===== config.mk =====
export PLATFORM = sky130hd
export DESIGN_NAME = auto_reload_timer_bank
export DESIGN_NICKNAME = d
export VERILOG_FILES = /design/src/hw/rtl/artb_pkg.sv /design/src/hw/rtl/artb_ram.sv /design/src/hw/rtl/artb_step.sv /design/src/hw/rtl/auto_reload_timer_bank.sv
export VERILOG_INCLUDE_DIRS = /design/src /design/src/hw/rtl
export SDC_FILE = /design/constraint.sdc
export NUM_CORES = 1
export LEC_CHECK = 0
export BUFFER_PORTS_ARGS = -buffer_cell sky130_fd_sc_hd__buf_4
export CORE_MARGIN = 10
export CORE_UTILIZATION = 50
export CTS_CLUSTER_DIAMETER = 100
export DETAILED_ROUTE_END_ITERATION = 10
export PLACE_DENSITY = 0.65
export SETUP_SLACK_MARGIN = 0.02
export SLEW_MARGIN = 15
export SYNTH_ARGS = -nofsm -noshare
export SYNTH_HDL_FRONTEND = slang
export SYNTH_SLANG_ARGS = --single-unit

===== constraint.sdc =====
create_clock -name clk -period 6.2 [get_ports clk]
set_input_delay 1.24 -clock clk [delete_from_list [all_inputs] [get_ports clk]]
set_output_delay 1.24 -clock clk [all_outputs]
set_load 0.005 [all_outputs]

===== src/hw/rtl/auto_reload_timer_bank_defines.svh =====
// ----------------------------------------------------------------------------
// Assertion macros for the timer bank
// Concurrent checks sampled on clk and disabled while rst_n is low.
// ----------------------------------------------------------------------------
`ifndef AUTO_RELOAD_TIMER_BANK_DEFINES_SVH
`define AUTO_RELOAD_TIMER_BANK_DEFINES_SVH

// A property that must hold at every rising edge outside of reset.
`define ARTB_ASSERT(lbl, prop) \
    lbl: assert property (@(posedge clk) disable iff (!rst_n) (prop)) \
        else $error("timer bank assertion failed");

// An antecedent that, when true, requires the consequent in the same cycle.
`define ARTB_ASSERT_IMP(lbl, ante, cons) \
    `ARTB_ASSERT(lbl, (ante) |-> (cons))

`endif


===== src/hw/rtl/artb_pkg.sv =====
// ----------------------------------------------------------------------------
// artb_pkg
// Shared widths, operation codes and types of the timer bank.
// ----------------------------------------------------------------------------
package artb_pkg;

    localparam int NUM_TIMERS_DEF = 16;
    localparam int FUNC_W         = 3;
    localparam int ID_W           = 4;
    localparam int CNT_W          = 16;

    localparam logic [FUNC_W-1:0] FN_SET   = 3'd0;
    localparam logic [FUNC_W-1:0] FN_START = 3'd1;
    localparam logic [FUNC_W-1:0] FN_STOP  = 3'd2;
    localparam logic [FUNC_W-1:0] FN_READ  = 3'd3;
    localparam logic [FUNC_W-1:0] FN_TICK  = 3'd4;

    localparam logic KIND_READ   = 1'b0;
    localparam logic KIND_EXPIRY = 1'b1;

    // Result of the shared count unit for the timer under service.
    typedef struct packed {
        logic [CNT_W-1:0] cur_count;
        logic [CNT_W-1:0] next_count;
        logic             expired;
    } artb_step_t;

endpackage


===== src/hw/rtl/artb_ram.sv =====
// ----------------------------------------------------------------------------
// artb_ram
// Generic simple dual-port RAM, one write and one registered read port.
// ----------------------------------------------------------------------------
module artb_ram #(
    parameter int WIDTH = 16,
    parameter int DEPTH = 16,
    localparam int AW = (DEPTH > 1) ? $clog2(DEPTH) : 1
) (
    input  logic             clk,
    input  logic             we,
    input  logic [AW-1:0]    waddr,
    input  logic [WIDTH-1:0] wdata,
    input  logic [AW-1:0]    raddr,
    output logic [WIDTH-1:0] rdata
);

    logic [WIDTH-1:0] mem [DEPTH];
    logic [WIDTH-1:0] rdata_reg;

    always_ff @(posedge clk)
    begin
        if (we)
        begin
            mem[waddr] <= wdata;
        end
        rdata_reg <= mem[raddr];
    end

    assign rdata = rdata_reg;

endmodule


===== src/hw/rtl/artb_step.sv =====
// ----------------------------------------------------------------------------
// artb_step
// Shared count unit: masks unwritten entries, increments and compares.
// ----------------------------------------------------------------------------
module artb_step
    import artb_pkg::*;
(
    input  logic [CNT_W-1:0] count,
    input  logic             count_ok,
    input  logic [CNT_W-1:0] period,
    input  logic             period_ok,
    output artb_step_t       step
);

    logic [CNT_W-1:0] cur;
    logic [CNT_W-1:0] per;
    logic [CNT_W-1:0] inc;

    // Entries never written read as zero, as after reset.
    assign cur = count_ok ? count : '0;
    assign per = period_ok ? period : '0;
    assign inc = cur + CNT_W'(1);

    assign step.cur_count  = cur;
    assign step.expired    = (inc == per);
    assign step.next_count = (inc == per) ? '0 : inc;

endmodule


===== src/hw/rtl/auto_reload_timer_bank.sv =====
// ----------------------------------------------------------------------------
// auto_reload_timer_bank
// Bank of auto-reload tick timers with set, start, stop, read and tick.
// ----------------------------------------------------------------------------
// Usage:
// Command words arrive on cmd_valid/cmd_stall with func, timer_id and period.
// Result words leave on rsp_valid/rsp_stall with kind, which_timer,
// count_value and last. A word moves on an edge with valid high, stall low.
// Set, start and stop complete in the accept cycle and the next command can
// follow immediately. A read gives one reply word with last set. A tick
// walks all NUM_TIMERS timers through the single read port of the count
// memory, one timer per cycle unless it waits on a stalled receiver, and
// takes no new command until the walk and its flush state end. Expiry
// words come out in ascending timer order; the last one of a tick has last
// set, so the final expiry is held until the walk has finished.
// A result register sits on the output, so a stalled receiver only holds the
// block up when a second word is ready while the first is still waiting.
// Reset stops all timers and marks every count and period entry unwritten,
// so they read as zero; no clearing pass is needed and commands are taken
// in the first cycle after reset.
// ----------------------------------------------------------------------------
`include "auto_reload_timer_bank_defines.svh"

module auto_reload_timer_bank
    import artb_pkg::*;
#(
    parameter int NUM_TIMERS = NUM_TIMERS_DEF
) (
    input  logic              clk,
    input  logic              rst_n,
    input  logic              cmd_valid,
    output logic              cmd_stall,
    input  logic [FUNC_W-1:0] func,
    input  logic [ID_W-1:0]   timer_id,
    input  logic [CNT_W-1:0]  period,
    output logic              rsp_valid,
    input  logic              rsp_stall,
    output logic              kind,
    output logic [ID_W-1:0]   which_timer,
    output logic [CNT_W-1:0]  count_value,
    output logic              last
);

    localparam int IDX_W = (NUM_TIMERS > 1) ? $clog2(NUM_TIMERS) : 1;
    localparam int WID_W = (IDX_W > ID_W) ? IDX_W : ID_W;
    localparam logic [IDX_W-1:0] SCAN_END = IDX_W'(NUM_TIMERS - 1);

    typedef enum logic [3:0] {
        ST_IDLE  = 4'b0001,
        ST_READ  = 4'b0010,
        ST_SCAN  = 4'b0100,
        ST_FLUSH = 4'b1000
    } state_t;

    state_t state_reg, state_next;

    logic [IDX_W-1:0]      scan_idx_reg, scan_idx_next;
    logic [IDX_W-1:0]      op_idx_reg, op_idx_next;
    logic [ID_W-1:0]       op_id_reg, op_id_next;
    logic                  op_ok_reg, op_ok_next;
    logic                  pend_vld_reg, pend_vld_next;
    logic [IDX_W-1:0]      pend_idx_reg, pend_idx_next;
    logic [NUM_TIMERS-1:0] running_reg, running_next;
    logic [NUM_TIMERS-1:0] cnt_vld_reg, cnt_vld_next;
    logic [NUM_TIMERS-1:0] per_vld_reg, per_vld_next;
    logic                  out_valid_reg, out_valid_next;
    logic                  kind_reg, kind_next;
    logic [ID_W-1:0]       which_reg, which_next;
    logic [CNT_W-1:0]      count_reg, count_next;
    logic                  last_reg, last_next;

    logic [WID_W-1:0] id_wide;
    logic [IDX_W-1:0] id_idx;
    logic             id_ok;
    logic             out_free;

    logic             cnt_we;
    logic [IDX_W-1:0] cnt_waddr;
    logic [CNT_W-1:0] cnt_wdata;
    logic             per_we;
    logic [IDX_W-1:0] raddr;
    logic [CNT_W-1:0] cnt_rdata;
    logic [CNT_W-1:0] per_rdata;
    logic [IDX_W-1:0] cur_idx;
    artb_step_t       step;

    logic             run;
    logic             expire;
    logic             hold;

    // The timer index is widened first so that banks above sixteen timers
    // still get a full index; timer_id can only reach the first sixteen.
    assign id_wide = WID_W'(timer_id);
    assign id_idx  = id_wide[IDX_W-1:0];
    assign id_ok   = (32'(timer_id) < 32'(NUM_TIMERS));

    assign cmd_stall = (state_reg != ST_IDLE);
    assign out_free  = !out_valid_reg || !rsp_stall;

    artb_ram #(
        .WIDTH (CNT_W),
        .DEPTH (NUM_TIMERS)
    ) u_count_ram (
        .clk   (clk),
        .we    (cnt_we),
        .waddr (cnt_waddr),
        .wdata (cnt_wdata),
        .raddr (raddr),
        .rdata (cnt_rdata)
    );

    artb_ram #(
        .WIDTH (CNT_W),
        .DEPTH (NUM_TIMERS)
    ) u_period_ram (
        .clk   (clk),
        .we    (per_we),
        .waddr (id_idx),
        .wdata (period),
        .raddr (raddr),
        .rdata (per_rdata)
    );

    assign cur_idx = (state_reg == ST_READ) ? op_idx_reg : scan_idx_reg;

    artb_step u_step (
        .count     (cnt_rdata),
        .count_ok  (cnt_vld_reg[cur_idx]),
        .period    (per_rdata),
        .period_ok (per_vld_reg[cur_idx]),
        .step      (step)
    );

    // During the walk a new expiry can only be recorded once the previous
    // one has been handed to the result register; otherwise the walk waits
    // on the current timer, whose memory word stays on the read port.
    assign run    = running_reg[scan_idx_reg];
    assign expire = run && step.expired;
    assign hold   = expire && pend_vld_reg && !out_free;

    always_comb
    begin
        state_next     = state_reg;
        scan_idx_next  = scan_idx_reg;
        op_idx_next    = op_idx_reg;
        op_id_next     = op_id_reg;
        op_ok_next     = op_ok_reg;
        pend_vld_next  = pend_vld_reg;
        pend_idx_next  = pend_idx_reg;
        running_next   = running_reg;
        cnt_vld_next   = cnt_vld_reg;
        per_vld_next   = per_vld_reg;
        out_valid_next = out_valid_reg && rsp_stall;
        kind_next      = kind_reg;
        which_next     = which_reg;
        count_next     = count_reg;
        last_next      = last_reg;
        cnt_we         = 1'b0;
        cnt_waddr      = scan_idx_reg;
        cnt_wdata      = step.next_count;
        per_we         = 1'b0;
        raddr          = scan_idx_reg;

        case (state_reg)
            ST_IDLE:
            begin
                raddr = (func == FN_TICK) ? '0 : id_idx;
                if (cmd_valid)
                begin
                    case (func)
                        FN_SET:
                        begin
                            // Loading a running timer or a zero period is refused.
                            if (id_ok && !running_reg[id_idx] && (period != '0))
                            begin
                                cnt_we               = 1'b1;
                                cnt_waddr            = id_idx;
                                cnt_wdata            = '0;
                                per_we               = 1'b1;
                                cnt_vld_next[id_idx] = 1'b1;
                                per_vld_next[id_idx] = 1'b1;
                            end
                        end
                        FN_START:
                        begin
                            if (id_ok)
                            begin
                                running_next[id_idx] = 1'b1;
                            end
                        end
                        FN_STOP:
                        begin
                            if (id_ok)
                            begin
                                running_next[id_idx] = 1'b0;
                            end
                        end
                        FN_READ:
                        begin
                            op_idx_next = id_idx;
                            op_id_next  = timer_id;
                            op_ok_next  = id_ok;
                            state_next  = ST_READ;
                        end
                        FN_TICK:
                        begin
                            scan_idx_next = '0;
                            pend_vld_next = 1'b0;
                            state_next    = ST_SCAN;
                        end
                        default:
                        begin
                        end
                    endcase
                end
            end
            ST_READ:
            begin
                raddr = op_idx_reg;
                if (out_free)
                begin
                    out_valid_next = 1'b1;
                    kind_next      = KIND_READ;
                    which_next     = op_id_reg;
                    count_next     = op_ok_reg ? step.cur_count : '0;
                    last_next      = 1'b1;
                    state_next     = ST_IDLE;
                end
            end
            ST_SCAN:
            begin
                if (!hold)
                begin
                    raddr = scan_idx_reg + IDX_W'(1);
                    if (run)
                    begin
                        cnt_we                     = 1'b1;
                        cnt_vld_next[scan_idx_reg] = 1'b1;
                    end
                    if (expire)
                    begin
                        if (pend_vld_reg)
                        begin
                            out_valid_next = 1'b1;
                            kind_next      = KIND_EXPIRY;
                            which_next     = ID_W'(pend_idx_reg);
                            count_next     = '0;
                            last_next      = 1'b0;
                        end
                        pend_vld_next = 1'b1;
                        pend_idx_next = scan_idx_reg;
                    end
                    if (scan_idx_reg == SCAN_END)
                    begin
                        state_next = ST_FLUSH;
                    end
                    else
                    begin
                        scan_idx_next = scan_idx_reg + IDX_W'(1);
                    end
                end
            end
            ST_FLUSH:
            begin
                if (!pend_vld_reg)
                begin
                    state_next = ST_IDLE;
                end
                else if (out_free)
                begin
                    out_valid_next = 1'b1;
                    kind_next      = KIND_EXPIRY;
                    which_next     = ID_W'(pend_idx_reg);
                    count_next     = '0;
                    last_next      = 1'b1;
                    pend_vld_next  = 1'b0;
                    state_next     = ST_IDLE;
                end
            end
            default:
            begin
                state_next = ST_IDLE;
            end
        endcase
    end

    always_ff @(posedge clk or negedge rst_n)
    begin
        if (!rst_n)
        begin
            state_reg     <= ST_IDLE;
            scan_idx_reg  <= '0;
            pend_vld_reg  <= 1'b0;
            running_reg   <= '0;
            cnt_vld_reg   <= '0;
            per_vld_reg   <= '0;
            out_valid_reg <= 1'b0;
        end
        else
        begin
            state_reg     <= state_next;
            scan_idx_reg  <= scan_idx_next;
            pend_vld_reg  <= pend_vld_next;
            running_reg   <= running_next;
            cnt_vld_reg   <= cnt_vld_next;
            per_vld_reg   <= per_vld_next;
            out_valid_reg <= out_valid_next;
        end
    end

    always_ff @(posedge clk)
    begin
        op_idx_reg   <= op_idx_next;
        op_id_reg    <= op_id_next;
        op_ok_reg    <= op_ok_next;
        pend_idx_reg <= pend_idx_next;
        kind_reg     <= kind_next;
        which_reg    <= which_next;
        count_reg    <= count_next;
        last_reg     <= last_next;
    end

    assign rsp_valid   = out_valid_reg;
    assign kind        = kind_reg;
    assign which_timer = which_reg;
    assign count_value = count_reg;
    assign last        = last_reg;

    `ARTB_ASSERT_IMP(a_read_reply_last, rsp_valid && (kind == KIND_READ), last)
    `ARTB_ASSERT_IMP(a_expiry_zero_count, rsp_valid && (kind == KIND_EXPIRY), count_value == '0)
    `ARTB_ASSERT(a_flush_ends, (state_reg == ST_FLUSH && out_free) |=> (state_reg == ST_IDLE))
    `ARTB_ASSERT_IMP(a_scan_in_range, state_reg == ST_SCAN, 32'(scan_idx_reg) < 32'(NUM_TIMERS))

endmodule


==> flow_metrics.env <==
export IMPL_drv_cap=0
export IMPL_yosysMostFrequentCell="edfxtp_1"
export IMPL_antenna_found_initial=0
export IMPL_root_buffer="clkbuf_16"
export IMPL_synth_cell_area_um2=26800
export IMPL_drt_iter0_markers=1616
export IMPL_die_x_um=252
export IMPL_max_freq_ghz=0.165
export IMPL_synth_ff_type="edfxtp_1"
export IMPL_drive_gt1_share_pct=25.2
export IMPL_power_density_nw_per_um2=432
export IMPL_io_pins=51
export IMPL_setup_ws_ps=142
export IMPL_largestRegisters="u_count_ram.mem x256, u_period_ram.mem x256"
export IMPL_syn_nets=1873
export IMPL_finalSetupTns_ps=0
export IMPL_endpoint_kind="flip-flop"
export IMPL_status="completed"
export IMPL_peakVddDrop_uv=290
export IMPL_synthDistinctLibCells=78
export IMPL_coreArea_um2=52900
export IMPL_worst_slew_pin_slew_ps=1180
export IMPL_worstHoldStart="per_vld_reg[1]"
export IMPL_die_h_um=252
export IMPL_grt_max_degree=64
export IMPL_synth_warnings=0
export IMPL_htree_levels=3
export IMPL_area_growth_syn_to_layout_pct=18.4
export IMPL_cts_max_path_buffers=3
export IMPL_min_period_over_period_pct=97.7
export IMPL_vias=16600
export IMPL_hold_depth=1
export IMPL_row_count=84
export IMPL_clk_latency_ps=610
export IMPL_skew_ps=22.5
export IMPL_r2r_slack_ps=140
export IMPL_utilization_pct=60.1
export IMPL_portBuffers=50
export IMPL_r2r_end="u_count_ram.mem[15][14]"
export IMPL_critPathArrivalTime_ps=6280
export IMPL_syn_area_per_cell_um2=14.6
export IMPL_grt_pass1_wl_um=103000
export IMPL_worst_setup_path_type="flip-flop to flip-flop"
export IMPL_required_ps=6430
export IMPL_dpl_worst_slack_ps=-246
export IMPL_gp_congestion=0.917
export IMPL_numCtsBuffers=66
export IMPL_post_drt_wl_per_cell_um=25.3
export IMPL_path_clk_slew_ps=60
export IMPL_period_minus_slack_ps=6060
export IMPL_rsz0062_at_grt="yes"
export IMPL_placed_area_um2=28700
export IMPL_yosysTopAreaCell="edfxtp_1"
export IMPL_synth_seq_area_share_pct=68.5
export IMPL_die_area_um2=63300
export IMPL_clock_sinks=632
export IMPL_synth_top_area_share_pct=60.7
export IMPL_postRouteAntennaNets=0
export IMPL_dp_cells=2584
export IMPL_start_util_pct=50.8
export IMPL_grt_pass1_vias=16600
export IMPL_firstDrtPassIters=6
export IMPL_synthTopCellsByCount="542 x edfxtp_1, 220 x mux2i_1, 194 x nand2_1, 109 x nor2_1, 90 x mux2_2"
export IMPL_instances_no_fill=2748
export IMPL_drt_total_wl_um=69600
export IMPL_gr_total_overflow=0
export IMPL_synth_edff_count=542
export IMPL_reg2reg_depth=22
export IMPL_setup_violations=0
export IMPL_slew_headroom_pct=21.0
export IMPL_worstPathMaxFanout=16
export IMPL_dp_hpwl_um=42800
export IMPL_gr_usage_all_layers_pct=21.4
export IMPL_slew_viol_final=0
export IMPL_n_antenna_cell=0
export IMPL_hold_end="per_vld_reg[1]"
export IMPL_syn_inst=1841
export IMPL_final_hold_violation_count=0
export IMPL_p_leak_nw=11.1
export IMPL_holdBufCountCts=0
export IMPL_nets=2039
export IMPL_drc=0
export IMPL_critPathLaunchType="flip-flop"
export IMPL_worstReg2RegStart="state_reg[3]"
export IMPL_hold_class="flip-flop to flip-flop"
export IMPL_synth_area_leaders="edfxtp_1 61%, mux2i_1 8.2%, dfrtp_1 5.3%"
export IMPL_synthArstFlopShare_pct=9.18
export IMPL_synth_seq_cells=632
export IMPL_design_area_um2=31800
export IMPL_viasPerCell=6.04
export IMPL_cts_tree="done"
-- power by group --
part | total (W) | internal, W | switching (W) | leakage (nW)
Sequential | 0.00562 | 0.00530 | 0.000320 | 5.84
Clock | 0.00390 | 0.00226 | 0.00163 | 1.05
Combinational | 0.00421 | 0.00171 | 0.00249 | 4.21
-- final cells by class --
type | instances | area (um^2)
Multi-Input combinational cell | 1086 | 8350
Clock buffer | 87 | 1820
Timing Repair Buffer | 206 | 1980
Clock inverter | 34 | 325
Sequential cell | 632 | 18400
Tap cell | 688 | 861
Fill cell | 3953 | 21100
Inverter | 15 | 56.3
-- layer usage --
layer / wire length, um / up-vias / share of wire (%) / global-route usage [%]
met4: 2090 / 0 / 3.0 / 7.53
li1: - / 7403 / - / -
met1: 29400 / 8407 / 42 / 28.6
met3: 4710 / 133 / 6.8 / 3.88
met5: 0 / - / 0 / 0
met2: 33400 / 645 / 48 / 34.9
-- how the worst max path moves through the flow --
| stage | from | to | slack (ps) | cells after the start |
|---|---|---|---|---|
| 2_1_floorplan | state_reg[0] | u_period_ram.rdata[14] | 50 | 26 |
| 3_3_place_gp | state_reg[3] | u_period_ram.rdata[3] | -140 | 22 |
| 3_5_place_dp | state_reg[3] | u_count_ram.rdata[1] | -250 | 23 |
| 4_1_cts | state_reg[3] | u_count_ram.rdata[0] | 20 | 26 |
| 5_1_grt | state_reg[3] | u_count_ram.mem[3][8] | -110 | 22 |
| 6_report | state_reg[3] | u_count_ram.mem[15][14] | 140 | 22 |
-- per-stage QoR --
| stage | total power (W) | hold WS, ps |
|---|---|---|
| 6_report | 0.0137 | 479 |
| 5_1_grt | 0.0143 | 483 |
| 4_1_cts | 0.0135 | 470 |
| 3_5_place_dp | 0.00944 | 456 |
| 3_3_place_gp | 0.00938 | 456 |
| 2_1_floorplan | 0.00798 | 423 |
-- layout by cell type, fill, tap and decap left out, types with 9 or more instances in the layout --
cell type / netlist / layout
nor4_1: 17 / 17
nor3_1: 13 / 9
mux2i_1: 220 / 217
clkbuf_16: 0 / 74
edfxtp_1: 542 / 542
buf_12: 0 / 13
mux2_2: 90 / 88
nand2b_1: 13 / 13
xnor2_1: 13 / 12
clkbuf_1: 59 / 14
nor2b_1: 13 / 12
a21o_1: 18 / 18
buf_4: 9 / 169
a21oi_1: 19 / 16
mux4_2: 9 / 9
nand2_1: 194 / 192
nand4_1: 11 / 11
or2_2: 18 / 18
dfrtp_1: 57 / 55
nor2_2: 0 / 27
nand3_1: 28 / 27
clkinv_2: 0 / 11
and3_1: 52 / 52
buf_6: 3 / 9
dfxtp_1: 32 / 32
a32oi_1: 65 / 59
inv_1: 13 / 13
o21ai_0: 32 / 30
a22oi_1: 38 / 25
nor2_1: 109 / 80
a22oi_2: 0 / 13
-- kinds of logic (layout without fill, tap and decap cells) --
kind of cell	count (synthesis)	after routing	share of synthesized area [%]
multiplexers	320	320	12.8
AO/OA/AOI/OAI	236	236	6.64
buffers and inverters	123	342	2.06
AND/OR/NAND/NOR	504	504	9.10
adder cells (fa/ha/maj)	5	5	0.233
XOR/XNOR	21	21	0.685
flip-flops	632	632	68.5
-- critical path, cell delays in order (launching register included) --
cell	delay, ps
dfrtp_1	430
nor4b_4	370
buf_6	170
mux2_2	400
nor3_4	220
a21o_1	130
nand2_2	90
and2_4	180
ha_4	150
buf_4	150
nand3_1	120
xor2_2	310
nor3b_1	100
a22o_1	260
a221oi_1	430
a2111oi_2	110
buf_4	170
buf_4	130
and3_1	150
nand3_1	110
and2_1	170
nand2_1	310
nor2_1	1000
-- timing repair --
item                                   CTS  global route
resized for setup                       20            67
pin swaps                                7            25
endpoints found under the hold margin    0             0
setup endpoints to repair               32           219
gates cloned                             5             8
setup buffers                           16            16
(Power assumes the default switching activity.)
